**config.mk**
```make
export PLATFORM = sky130hd
export DESIGN_NAME = fixed_frame_sync_checksum_flat
export DESIGN_NICKNAME = d
export VERILOG_FILES = /design/src/rtl/ffsc_pkg.sv /design/src/rtl/ffsc_if.sv /design/src/rtl/ffsc_cell.sv /design/src/rtl/ffsc_window.sv /design/src/rtl/ffsc_frame_buf.sv /design/src/rtl/fixed_frame_sync_checksum.sv /design/src/flat_wrapper.sv
export VERILOG_INCLUDE_DIRS = /design/src /design/src/rtl
export SDC_FILE = /design/constraint.sdc
export NUM_CORES = 1
export LEC_CHECK = 0
export CORE_AREA = 2 2 242 196
export CTS_CLUSTER_DIAMETER = 150
export DETAILED_ROUTE_END_ITERATION = 10
export DIE_AREA = 0 0 244 198
export DONT_BUFFER_PORTS = 1
export GPL_TIMING_DRIVEN = 0
export PLACE_DENSITY = 0.7
export SLEW_MARGIN = 30
export SYNTH_ARGS = -nofsm -noshare
export SYNTH_HDL_FRONTEND = slang
export SYNTH_SLANG_ARGS = --single-unit
```
**constraint.sdc**
```tcl
create_clock -name clk -period 3.8 [get_ports clk]
set_clock_uncertainty 0.05 [all_clocks]
set_input_delay 0.76 -clock clk [delete_from_list [all_inputs] [get_ports clk]]
set_output_delay 0.76 -clock clk [all_outputs]
set_load 0.03 [all_outputs]
```
**src/rtl/fixed_frame_sync_checksum_defines.svh**
```systemverilog
// Assertion macros used by the top level of the frame synchronizer RTL.
`ifndef FIXED_FRAME_SYNC_CHECKSUM_DEFINES_SVH
`define FIXED_FRAME_SYNC_CHECKSUM_DEFINES_SVH
`ifndef SYNTHESIS
// Same-cycle implication, checked on every rising clock edge out of reset.
`define FFSC_ASSERT_IMPLY(label, clk, rst_n, ante, cons) \
    label: assert property (@(posedge clk) disable iff (!rst_n) (ante) |-> (cons)) \
        else $error("frame sync assertion failed");
// Next-cycle implication, checked on every rising clock edge out of reset.
`define FFSC_ASSERT_NEXT(label, clk, rst_n, ante, cons) \
    label: assert property (@(posedge clk) disable iff (!rst_n) (ante) |=> (cons)) \
        else $error("frame sync assertion failed");
`else
`define FFSC_ASSERT_IMPLY(label, clk, rst_n, ante, cons)
`define FFSC_ASSERT_NEXT(label, clk, rst_n, ante, cons)
`endif
`endif

```
**src/rtl/ffsc_pkg.sv**
```systemverilog
// Package with the types and constants of the frame synchronizer.
`timescale 1ns / 1ps
package ffsc_pkg;

    localparam int BYTE_W        = 8;
    localparam int FRAME_LEN_DEF = 32;
    localparam int CFG_IDX_W     = 2;

    // Configuration register indexes.
    localparam logic [CFG_IDX_W-1:0] REG_HEADER_FIRST  = 2'd0;
    localparam logic [CFG_IDX_W-1:0] REG_HEADER_SECOND = 2'd1;
    localparam logic [CFG_IDX_W-1:0] REG_TAIL_FIRST    = 2'd2;
    localparam logic [CFG_IDX_W-1:0] REG_TAIL_SECOND   = 2'd3;

    // Register values after reset.
    localparam logic [BYTE_W-1:0] HEADER_FIRST_RST  = 8'hAA;
    localparam logic [BYTE_W-1:0] HEADER_SECOND_RST = 8'h55;
    localparam logic [BYTE_W-1:0] TAIL_FIRST_RST    = 8'h0D;
    localparam logic [BYTE_W-1:0] TAIL_SECOND_RST   = 8'h0A;

    typedef struct packed {
        logic [BYTE_W-1:0] header_first;
        logic [BYTE_W-1:0] header_second;
        logic [BYTE_W-1:0] tail_first;
        logic [BYTE_W-1:0] tail_second;
    } cfg_t;

    typedef struct packed {
        logic header_ok;
        logic tail_ok;
        logic sum_ok;
    } match_t;

endpackage

```
**src/rtl/ffsc_if.sv**
```systemverilog
// Stream interfaces for the input bytes and the emitted frame bytes.
`timescale 1ns / 1ps
interface byte_in_if;
    logic                       valid;
    logic                       ready;
    logic [ffsc_pkg::BYTE_W-1:0] in_byte;

    modport source (output valid, output in_byte, input ready);
    modport sink   (input valid, input in_byte, output ready);
endinterface

interface frame_out_if;
    logic                       valid;
    logic                       ready;
    logic [ffsc_pkg::BYTE_W-1:0] frame_byte;
    logic                       frame_last;

    modport source (output valid, output frame_byte, output frame_last, input ready);
    modport sink   (input valid, input frame_byte, input frame_last, output ready);
endinterface

```
**src/rtl/ffsc_cell.sv**
```systemverilog
// One byte cell of a chain: shifts in from its neighbor or loads in parallel.
`timescale 1ns / 1ps
module ffsc_cell (
    input  logic                        clk,
    input  logic                        rst_n,
    input  logic                        shift_en,
    input  logic [ffsc_pkg::BYTE_W-1:0] shift_in,
    input  logic                        load_en,
    input  logic [ffsc_pkg::BYTE_W-1:0] load_in,
    output logic [ffsc_pkg::BYTE_W-1:0] q
);
    logic [ffsc_pkg::BYTE_W-1:0] q_reg;
    logic [ffsc_pkg::BYTE_W-1:0] q_next;

    always_comb
    begin
        q_next = q_reg;
        if (load_en)
        begin
            q_next = load_in;
        end
        else if (shift_en)
        begin
            q_next = shift_in;
        end
    end

    always_ff @(posedge clk or negedge rst_n)
    begin
        if (!rst_n)
        begin
            q_reg <= '0;
        end
        else
        begin
            q_reg <= q_next;
        end
    end

    assign q = q_reg;
endmodule

```
**src/rtl/ffsc_window.sv**
```systemverilog
// Sliding byte window built from a chain of cells, with a running body checksum.
`timescale 1ns / 1ps
module ffsc_window #(
    parameter int FRAME_LEN = ffsc_pkg::FRAME_LEN_DEF
) (
    input  logic                                        clk,
    input  logic                                        rst_n,
    input  logic                                        shift_en,
    input  logic [ffsc_pkg::BYTE_W-1:0]                 in_byte,
    input  ffsc_pkg::cfg_t                              cfg,
    output logic [FRAME_LEN-1:0][ffsc_pkg::BYTE_W-1:0]  win_next,
    output ffsc_pkg::match_t                            match
);
    logic [FRAME_LEN-1:0][ffsc_pkg::BYTE_W-1:0] win;
    logic [ffsc_pkg::BYTE_W-1:0]                sum_reg;
    logic [ffsc_pkg::BYTE_W-1:0]                sum_next;

    genvar k;
    generate
        for (k = 0; k < FRAME_LEN; k++)
        begin : g_cell
            if (k == FRAME_LEN - 1)
            begin : g_tail
                assign win_next[k] = in_byte;
            end
            else
            begin : g_body
                assign win_next[k] = win[k+1];
            end

            ffsc_cell u_cell (
                .clk      (clk),
                .rst_n    (rst_n),
                .shift_en (shift_en),
                .shift_in (win_next[k]),
                .load_en  (1'b0),
                .load_in  (win_next[k]),
                .q        (win[k])
            );
        end
    endgenerate

    // The body moves up by one byte: the old byte 2 leaves it and the old
    // checksum slot (byte LEN-3) becomes its last byte.
    assign sum_next = sum_reg - win[2] + win[FRAME_LEN-3];

    always_ff @(posedge clk or negedge rst_n)
    begin
        if (!rst_n)
        begin
            sum_reg <= '0;
        end
        else if (shift_en)
        begin
            sum_reg <= sum_next;
        end
    end

    always_comb
    begin
        match.header_ok = (win_next[0] == cfg.header_first) &&
                          (win_next[1] == cfg.header_second);
        match.tail_ok   = (win_next[FRAME_LEN-2] == cfg.tail_first) &&
                          (win_next[FRAME_LEN-1] == cfg.tail_second);
        match.sum_ok    = (win_next[FRAME_LEN-3] == sum_next);
    end
endmodule

```
**src/rtl/ffsc_frame_buf.sv**
```systemverilog
// Output chain of cells that holds one validated frame and shifts it out.
`timescale 1ns / 1ps
module ffsc_frame_buf #(
    parameter int FRAME_LEN = ffsc_pkg::FRAME_LEN_DEF,
    localparam int CNT_W    = $clog2(FRAME_LEN + 1)
) (
    input  logic                                        clk,
    input  logic                                        rst_n,
    input  logic                                        load_en,
    input  logic [FRAME_LEN-1:0][ffsc_pkg::BYTE_W-1:0]  load_bytes,
    input  logic                                        pop,
    output logic [CNT_W-1:0]                            count,
    output logic [ffsc_pkg::BYTE_W-1:0]                 head_byte
);
    logic [FRAME_LEN-1:0][ffsc_pkg::BYTE_W-1:0] q;
    logic [FRAME_LEN-1:0][ffsc_pkg::BYTE_W-1:0] shift_src;
    logic [CNT_W-1:0]                            count_reg;
    logic [CNT_W-1:0]                            count_next;

    genvar k;
    generate
        for (k = 0; k < FRAME_LEN; k++)
        begin : g_cell
            if (k == FRAME_LEN - 1)
            begin : g_end
                assign shift_src[k] = '0;
            end
            else
            begin : g_mid
                assign shift_src[k] = q[k+1];
            end

            ffsc_cell u_cell (
                .clk      (clk),
                .rst_n    (rst_n),
                .shift_en (pop),
                .shift_in (shift_src[k]),
                .load_en  (load_en),
                .load_in  (load_bytes[k]),
                .q        (q[k])
            );
        end
    endgenerate

    always_comb
    begin
        count_next = count_reg;
        if (load_en)
        begin
            count_next = CNT_W'(FRAME_LEN);
        end
        else if (pop)
        begin
            count_next = count_reg - CNT_W'(1);
        end
    end

    always_ff @(posedge clk or negedge rst_n)
    begin
        if (!rst_n)
        begin
            count_reg <= '0;
        end
        else
        begin
            count_reg <= count_next;
        end
    end

    assign count     = count_reg;
    assign head_byte = q[0];
endmodule

```
**src/rtl/fixed_frame_sync_checksum.sv**
```systemverilog
// Top level of the fixed-length frame synchronizer with additive checksum.
//
//   Channel  Dir  Payload                    Beat
//   rx       in   in_byte[7:0]               one received byte
//   tx       out  frame_byte[7:0], last      one byte of a validated frame
//   cfg      in   cfg_idx[1:0], cfg_data     one register write, no wait
//
// Every input byte shifts the window and is checked in the cycle it is
// accepted, so one byte per cycle is sustained. A matching frame is copied
// in parallel into the output chain and leaves at one beat per cycle while
// tx is ready, FRAME_LEN beats per frame. The input stalls only when the
// incoming byte could complete a frame while the output chain still holds
// more than a last beat that leaves in the same cycle. Reset clears the
// window, the checksum, the freshness count and the output chain at once.
`timescale 1ns / 1ps
`include "fixed_frame_sync_checksum_defines.svh"
module fixed_frame_sync_checksum #(
    parameter int FRAME_LEN = ffsc_pkg::FRAME_LEN_DEF
) (
    input  logic                           clk,
    input  logic                           rst_n,
    byte_in_if.sink                        rx,
    frame_out_if.source                    tx,
    input  logic                           cfg_we,
    input  logic [ffsc_pkg::CFG_IDX_W-1:0] cfg_idx,
    input  logic [ffsc_pkg::BYTE_W-1:0]    cfg_data
);
    localparam int FC_W  = $clog2(FRAME_LEN);
    localparam int CNT_W = $clog2(FRAME_LEN + 1);

    ffsc_pkg::cfg_t cfg_reg;
    ffsc_pkg::cfg_t cfg_next;

    // Count of window bytes, the incoming one excluded, that belong to no
    // emitted frame. It saturates at FRAME_LEN-1.
    logic [FC_W-1:0] fresh_reg;
    logic [FC_W-1:0] fresh_next;

    logic [FRAME_LEN-1:0][ffsc_pkg::BYTE_W-1:0] win_next;
    ffsc_pkg::match_t                            match;
    logic [CNT_W-1:0]                            buf_count;
    logic                                        full_fresh;
    logic                                        rx_fire;
    logic                                        tx_fire;
    logic                                        emit;

    // Register writes.
    always_comb
    begin
        cfg_next = cfg_reg;
        if (cfg_we)
        begin
            case (cfg_idx)
                ffsc_pkg::REG_HEADER_FIRST:  cfg_next.header_first  = cfg_data;
                ffsc_pkg::REG_HEADER_SECOND: cfg_next.header_second = cfg_data;
                ffsc_pkg::REG_TAIL_FIRST:    cfg_next.tail_first    = cfg_data;
                ffsc_pkg::REG_TAIL_SECOND:   cfg_next.tail_second   = cfg_data;
                default:                     cfg_next = cfg_reg;
            endcase
        end
    end

    always_ff @(posedge clk or negedge rst_n)
    begin
        if (!rst_n)
        begin
            cfg_reg.header_first  <= ffsc_pkg::HEADER_FIRST_RST;
            cfg_reg.header_second <= ffsc_pkg::HEADER_SECOND_RST;
            cfg_reg.tail_first    <= ffsc_pkg::TAIL_FIRST_RST;
            cfg_reg.tail_second   <= ffsc_pkg::TAIL_SECOND_RST;
        end
        else
        begin
            cfg_reg <= cfg_next;
        end
    end

    // Only a byte that finds the window fully fresh can complete a frame,
    // so only then does the input wait for room in the output chain.
    assign full_fresh = (fresh_reg == FC_W'(FRAME_LEN - 1));
    assign rx.ready   = !full_fresh || (buf_count == '0) ||
                        ((buf_count == CNT_W'(1)) && tx.ready);
    assign rx_fire    = rx.valid && rx.ready;
    assign tx_fire    = tx.valid && tx.ready;
    assign emit       = rx_fire && full_fresh &&
                        match.header_ok && match.tail_ok && match.sum_ok;

    always_comb
    begin
        fresh_next = fresh_reg;
        if (emit)
        begin
            fresh_next = '0;
        end
        else if (rx_fire && !full_fresh)
        begin
            fresh_next = fresh_reg + FC_W'(1);
        end
    end

    always_ff @(posedge clk or negedge rst_n)
    begin
        if (!rst_n)
        begin
            fresh_reg <= '0;
        end
        else
        begin
            fresh_reg <= fresh_next;
        end
    end

    ffsc_window #(
        .FRAME_LEN (FRAME_LEN)
    ) u_window (
        .clk      (clk),
        .rst_n    (rst_n),
        .shift_en (rx_fire),
        .in_byte  (rx.in_byte),
        .cfg      (cfg_reg),
        .win_next (win_next),
        .match    (match)
    );

    ffsc_frame_buf #(
        .FRAME_LEN (FRAME_LEN)
    ) u_frame_buf (
        .clk        (clk),
        .rst_n      (rst_n),
        .load_en    (emit),
        .load_bytes (win_next),
        .pop        (tx_fire),
        .count      (buf_count),
        .head_byte  (tx.frame_byte)
    );

    assign tx.valid      = (buf_count != '0);
    assign tx.frame_last = (buf_count == CNT_W'(1));

    // A frame is only loaded when the output chain is empty or is handing
    // over its last beat in the same cycle.
    `FFSC_ASSERT_IMPLY(a_load_room, clk, rst_n, emit, (!tx.valid || (tx_fire && tx.frame_last)))
    // A loaded frame is presented in full on the next cycle.
    `FFSC_ASSERT_NEXT(a_load_full, clk, rst_n, emit, buf_count == CNT_W'(FRAME_LEN))
    // Emitting a frame retires every byte of the window.
    `FFSC_ASSERT_NEXT(a_fresh_restart, clk, rst_n, emit, fresh_reg == '0)
    // The beat count only drops by one for a delivered beat without a load.
    `FFSC_ASSERT_NEXT(a_pop, clk, rst_n, tx_fire && !emit, buf_count == $past(buf_count) - CNT_W'(1))
endmodule
```
**src/flat_wrapper.sv**
```systemverilog
// flat-port wrapper written by rule: the top's interface ports become plain ports
module fixed_frame_sync_checksum_flat 
#(
    parameter int FRAME_LEN = ffsc_pkg::FRAME_LEN_DEF
)
  (clk, rst_n, cfg_we, cfg_idx, cfg_data, rx_valid, rx_in_byte, rx_ready, tx_valid, tx_frame_byte, tx_frame_last, tx_ready);
  byte_in_if rx_i ();
  frame_out_if tx_i ();
  input  logic clk;
  input  logic rst_n;
  input  logic cfg_we;
  input  logic [ffsc_pkg::CFG_IDX_W-1:0] cfg_idx;
  input  logic [ffsc_pkg::BYTE_W-1:0] cfg_data;
  input wire logic [$bits(rx_i.valid)-1:0] rx_valid;
  input wire logic [$bits(rx_i.in_byte)-1:0] rx_in_byte;
  output wire logic [$bits(rx_i.ready)-1:0] rx_ready;
  output wire logic [$bits(tx_i.valid)-1:0] tx_valid;
  output wire logic [$bits(tx_i.frame_byte)-1:0] tx_frame_byte;
  output wire logic [$bits(tx_i.frame_last)-1:0] tx_frame_last;
  input wire logic [$bits(tx_i.ready)-1:0] tx_ready;
  assign rx_i.valid = rx_valid;
  assign rx_i.in_byte = rx_in_byte;
  assign rx_ready = rx_i.ready;
  assign tx_valid = tx_i.valid;
  assign tx_frame_byte = tx_i.frame_byte;
  assign tx_frame_last = tx_i.frame_last;
  assign tx_i.ready = tx_ready;
  fixed_frame_sync_checksum #(.FRAME_LEN(FRAME_LEN)) u_core (.clk(clk), .rst_n(rst_n), .rx(rx_i), .tx(tx_i), .cfg_we(cfg_we), .cfg_idx(cfg_idx), .cfg_data(cfg_data));
endmodule
```
## After elaboration in Yosys (flattened, before gate mapping)

Cells that the tools add are included.

- Bits in writable memories: 0
- Word-level logic and storage cells: 174
- ROM bits: 0
- Latch bits: 0
- Memories: 0
- Bits of input ports: 23
- Register bits after elaboration: 555
- Output and inout port bits: 11

- Bitwise operators: 0
- Mux-type cells: 68
- Eq/ne operators: 10
- Shift-type cells: 0
- Reductions and logical operators: 22
- Divide/modulo/power cells: 0
- Add/sub/neg operators: 4
- Magnitude comparators: 0
- Multipliers: 0

Operators with widths:

| operator | number |
|---|---|
| 2-to-1 mux 8 bit | 64 |
| equality test 8 bit | 5 |
| 2-to-1 mux 6 bit | 2 |
| logical AND 1 bit | 10 |
| 2-to-1 mux 5 bit | 2 |
| adder 8 bit | 1 |
| AND reduction 2 bit | 4 |
| subtractor 8 bit | 1 |
| equality test 6 x 1 -> 1 bit, second input constant | 1 |
| zero test 6 bit | 1 |
| nonzero test 6 bit | 1 |
| subtractor 6 x 1 -> 6 bit, second input constant | 1 |
| adder 5 x 1 -> 5 bit, second input constant | 1 |
| equality test 5 bit, second input constant | 1 |
| equality test 2 bit, second input constant | 2 |
| nonzero test 2 bit | 2 |
| equality test 2 x 1 -> 1 bit, second input constant | 1 |
| zero test 2 bit | 1 |
| logical OR 1 bit | 2 |
| zero test 1 bit | 1 |

## Logic depth before layout (Yosys ltp)

- Depth after elaboration: 10
- Depth in mapped cells: 13
- Mapped depth without buffers: 11

## Cells and area by module

From an unflattened synthesis, not the netlist that was laid out.

- Cells, all modules: 2465
- Area, all modules: 26914.6 µm²

By module, submodules not included:

| module | sequential area each (µm²) | cells each | instances | area an instance (µm²) |
|---|---|---|---|---|
| ffsc_cell | 200.2 | 34 | 63 | 372.9 |
| fixed_frame_sync_checksum | 942.2 | 110 | 1 | 1586.5 |
| ffsc_window | 200.2 | 187 | 1 | 1556.5 |
| ffsc_frame_buf | 150.1 | 26 | 1 | 281.5 |

## Least setup slack after synthesis

OpenSTA, ideal clock, no wires.

- Path kind: register to register
- From: register u_core.u_window.g_cell[2].u_cell.q_reg, in the netlist u_core.u_window.g_cell[2].u_cell.q[3]
- To: register u_core.u_frame_buf.g_cell[29].u_cell.q_reg, in the netlist u_core.u_frame_buf.g_cell[29].u_cell.q[4]
- Clock period less this slack: 3.454 ns
- Stages on the path, launching flop included: 13
- Data arrival time: 3.276 ns
- Path slack: 0.346 ns
- Buffers on the path: 3
- Data required time: 3.622 ns
- Setup time: 0.128 ns
- Cell sequence: dfrtp_1 fa_1 inv_1 ha_1 clkbuf_1 a21oi_1 nand2_1 xnor2_1 o221ai_1 nor4_4 buf_6 buf_8 mux2_1

- Cells in the longest elaborated chain, start to end: 6
- Elaborated cells on any way between the ends: 10
- Those cells by class: add/sub: 2; eq/ne: 2; mux: 1; reduce/logical: 5

RTL lines:

| item | RTL line | RTL |
|---|---|---|
| start: declaration | ffsc_cell.sv:12 | `logic [ffsc_pkg::BYTE_W-1:0] q_reg;` |
| start signal: assignment | ffsc_cell.sv:36 | `q_reg <= q_next;` |
| parallel branches: the longest is 4 deep, another holds subtractor 8 bit | n/a |  |
| logical AND 1 bit * | fixed_frame_sync_checksum.sv:86 | `match.header_ok && match.tail_ok && match.sum_ok;` |
| 2-to-1 mux 8 bit / nonzero test 2 bit (equally long branches) | n/a |  |
| end signal: assignment | ffsc_cell.sv:36 |  |
| end: declaration | ffsc_cell.sv:12 |  |

Mark *: on every way between the ends.
A chain may end at the register's enable or synchronous reset.

## Final worst setup path

- From: register u_core.u_window.g_cell[2].u_cell.q_reg, in the netlist u_core.u_window.g_cell[2].u_cell.q[1]
- To: register u_core.u_frame_buf.g_cell[14].u_cell.q_reg, in the netlist u_core.u_frame_buf.g_cell[14].u_cell.q[1]

- Cells in the longest elaborated chain, start to end: 6
- Elaborated cells on any way between the ends: 10
- Those cells by class: add/sub: 2; eq/ne: 2; mux: 1; reduce/logical: 5

RTL lines:

| item | RTL line |
|---|---|
| parallel branches: the longest is 4 deep, another holds subtractor 8 bit | n/a |
| logical AND 1 bit * | fixed_frame_sync_checksum.sv:86 |
| 2-to-1 mux 8 bit / nonzero test 2 bit (equally long branches) | n/a |
| end signal: assignment | ffsc_cell.sv:36 |
| end: declaration | ffsc_cell.sv:12 |

Marked as above.

==> results.cfg <==
[status]
status = complete, but fails checks
violations = negative hold slack, max-slew violations

[global_routing]
grt_pass1_wl_mm = 92.06
track_usage_pct = 23.55
grt_pass1_vias = 17970
grt_overflow_total = 0
grt_max_degree = 556
antenna_found_initial = 1

[layout]
drive_above_1_share_pct = 8.003
utilization_pct = 59.46
diodes = 0
final_common_cell = nand2_1
final_cell_mix = nand2_1, dfrtp_1, mux2_1
largest_reg_flops = 256
nFillCells = 3848
syn_to_final_growth_pct = 10.17
nets = 2709

[critical_path]
crit_path_end_kind = flop
crit_type = reg -> reg
crit_fanout = 10
cp.arrival_ns = 4.10
cp_data_required_time_ns = 4.21
worstRegToRegCells = 12
timing.critical_path.from_type = flop
reg2reg_setup_slack_ns = 0.11

[die]
start_util_pct = 53.97
dieArea_sq_um = 48310
core_area_sq_um = 46280
pin_count = 34
die_h_um = 198
num_rows = 71
die_x_um = 244

[timing]
hold_viol_final = 81
period_share_pct = 97.08
worstMarginPinSlew_ns = 1.571
finalWorstSetupSlack_ns = 0.1110
setup_viol = 0
slew_headroom_pct = -4.714
period_minus_slack_ns = 3.689
drv_slew = 176
timing.hold.ws_ns = -0.1858
clock.fmax_mhz = 271.1

[drt]
post_drt_wl_per_cell_um = 16.47
wl_mm = 54.65
drt-vias-per-instance = 5.316
first_iter_violations = 1303
dr.pass1.iters = 5
drc = 0
ant_nets = 0
num_vias = 17650

[yosys]
synthCells = 2610
yosysTopAreaCellShare_pct = 54.30
synth-seq-cells = 555
netlist_area_sq_um = 24980
synth_top_cells_by_area = dfrtp_1, nand2_1, mux2_1, mux2_2, xnor2_1
synth_edf_count = 0
synth_nets = 2652
synth_cell_type_count = 42
seq_area_frac_synth_pct = 55.66
yosysWarnings = 0
synth_top_area_cell = dfrtp_1
ys_async_sr_fraction_pct = 100.0
avgSynthCellArea_sq_um = 9.571
synth_ff_type = dfrtp_1

[cts]
root_buffer = clkbuf_16
cts_sinks = 555
insertion_delay_ns = 0.60
cts_tree = yes
numCtsBuffers = 54
cts_buffer_depth = 3
htree_levels = 2
clk_pin_slew_ns = 0.06

[min_path]
hp-class = in -> async

[power_and_ir_drop]
vdd_ir_drop_max_uv = 414.8
powerDensity_nw_per_um2 = 540.6
finalPower_uw = 14880
leakage_uw = 0.01500

[placed_design]
gp_congestion = 0.8975
pre_cts_slack_ns = -0.3252
dpl.hpwl_mm = 37.04
portBuffers = 0

[run]
max_cap_viol_count = 0
worst paths after layout:
kind | startpoint | endpoint
setup / recovery | u_core.u_window.g_cell[2].u_cell.q[1]$_DFFE_PN0P_ | u_core.u_frame_buf.g_cell[14].u_cell.q[1]$_DFFE_PN0P_
hold / removal | rst_n | u_core.u_window.g_cell[5].u_cell.q[4]$_DFFE_PN0P_
setup reg to reg | u_core.u_window.g_cell[2].u_cell.q[1]$_DFFE_PN0P_ | u_core.u_frame_buf.g_cell[14].u_cell.q[1]$_DFFE_PN0P_
hold reg to reg | u_core.u_window.g_cell[11].u_cell.q[3]$_DFFE_PN0P_ | u_core.u_window.g_cell[10].u_cell.q[3]$_DFFE_PN0P_
max in group asynchronous | rst_n | u_core.u_frame_buf.g_cell[8].u_cell.q[7]$_DFFE_PN0P_
min in group clk | rx_in_byte[5] | u_core.u_frame_buf.g_cell[31].u_cell.q[5]$_DFFE_PN0P_
report_power, final:
group | total [uW] | internal [uW] | leakage (uW) | switching [uW]
clock | 5150 | 2930 | 0.000826 | 2210
sequential | 7020 | 6520 | 0.00748 | 503
combinational | 2710 | 1080 | 0.00670 | 1640
final cells by class:
class	instances	area, sq um	area share (%)
clock inverter	14	126.4	0.4592
inverter	39	146.4	0.5319
timing repair buffer	5	37.54	0.1364
tap	620	775.7	2.819
sequential	555	13910	50.55
buffer	139	773.2	2.810
multi-input combinational	1873	10210	37.11
clock buffer	74	1538	5.587
what timing repair did:
item                                    CTS  global route
gates cloned                              0             0
endpoints found under the setup margin  264           250
setup buffers                             2             2
hold endpoints to repair                542           542
gates resized for setup                   7            11
pin swaps                                 3             3
cells in the mapped netlist, drive strengths merged (6+ instances only):
cell type,count
xor2,7
ha,12
xnor2,51
o21ai,25
fa,7
mux2,298
nand2,1382
buf,34
nand4,11
dfstp,13
mux2i,26
dfrtp,542
nand3,6
nor2,9
clkbuf,109
inv,39
stage by stage:
stage | instance area (sq um) | cells | TNS [ns]
2_1_floorplan | 24980 | 2610 | 0
4_1_cts | 27470 | 3318 | 0
6_report | 27520 | 3319 | 0
3_3_place_gp | 25760 | 3230 | -53.65
3_5_place_dp | 25770 | 3231 | -71.10
5_1_grt | 27520 | 3319 | -0.001887
per-layer routing:
metal / part of all wire (%) / vias to the layer above / wire, um / GRT usage [%]
met5: 0 / - / 0 / 0
met4: 1.8 / 0 / 969 / 5.962
li1: - / 8346 / - / -
met2: 44 / 304 / 24230 / 36.31
met3: 4.9 / 77 / 2683 / 4.066
met1: 49 / 8918 / 26770 / 34.80
kinds of logic after synthesis:
kind of cell | Yosys count | synth area share, %
AO/OA/AOI/OAI | 42 | 0.9968
flip-flops | 555 | 55.66
adder cells (fa/ha/maj) | 19 | 1.162
multiplexers | 324 | 14.48
buffers and inverters | 182 | 3.696
AND/OR/NAND/NOR | 1429 | 21.88
XOR/XNOR | 59 | 2.124
worst max-delay path, cell delays in order (launching register included):
cell and delay, ns:
dfrtp_2 0.47, fa_1 0.57, inv_1 0.07, fa_1 0.49
xnor2_2 0.18, xnor2_1 0.14, a211oi_1 0.26, nand4_1 0.18
nor4_4 0.22, buf_4 0.19, buf_8 0.18, buf_6 0.18
mux2_1 0.34
No activity file was read; power rests on OpenSTA's default activity.
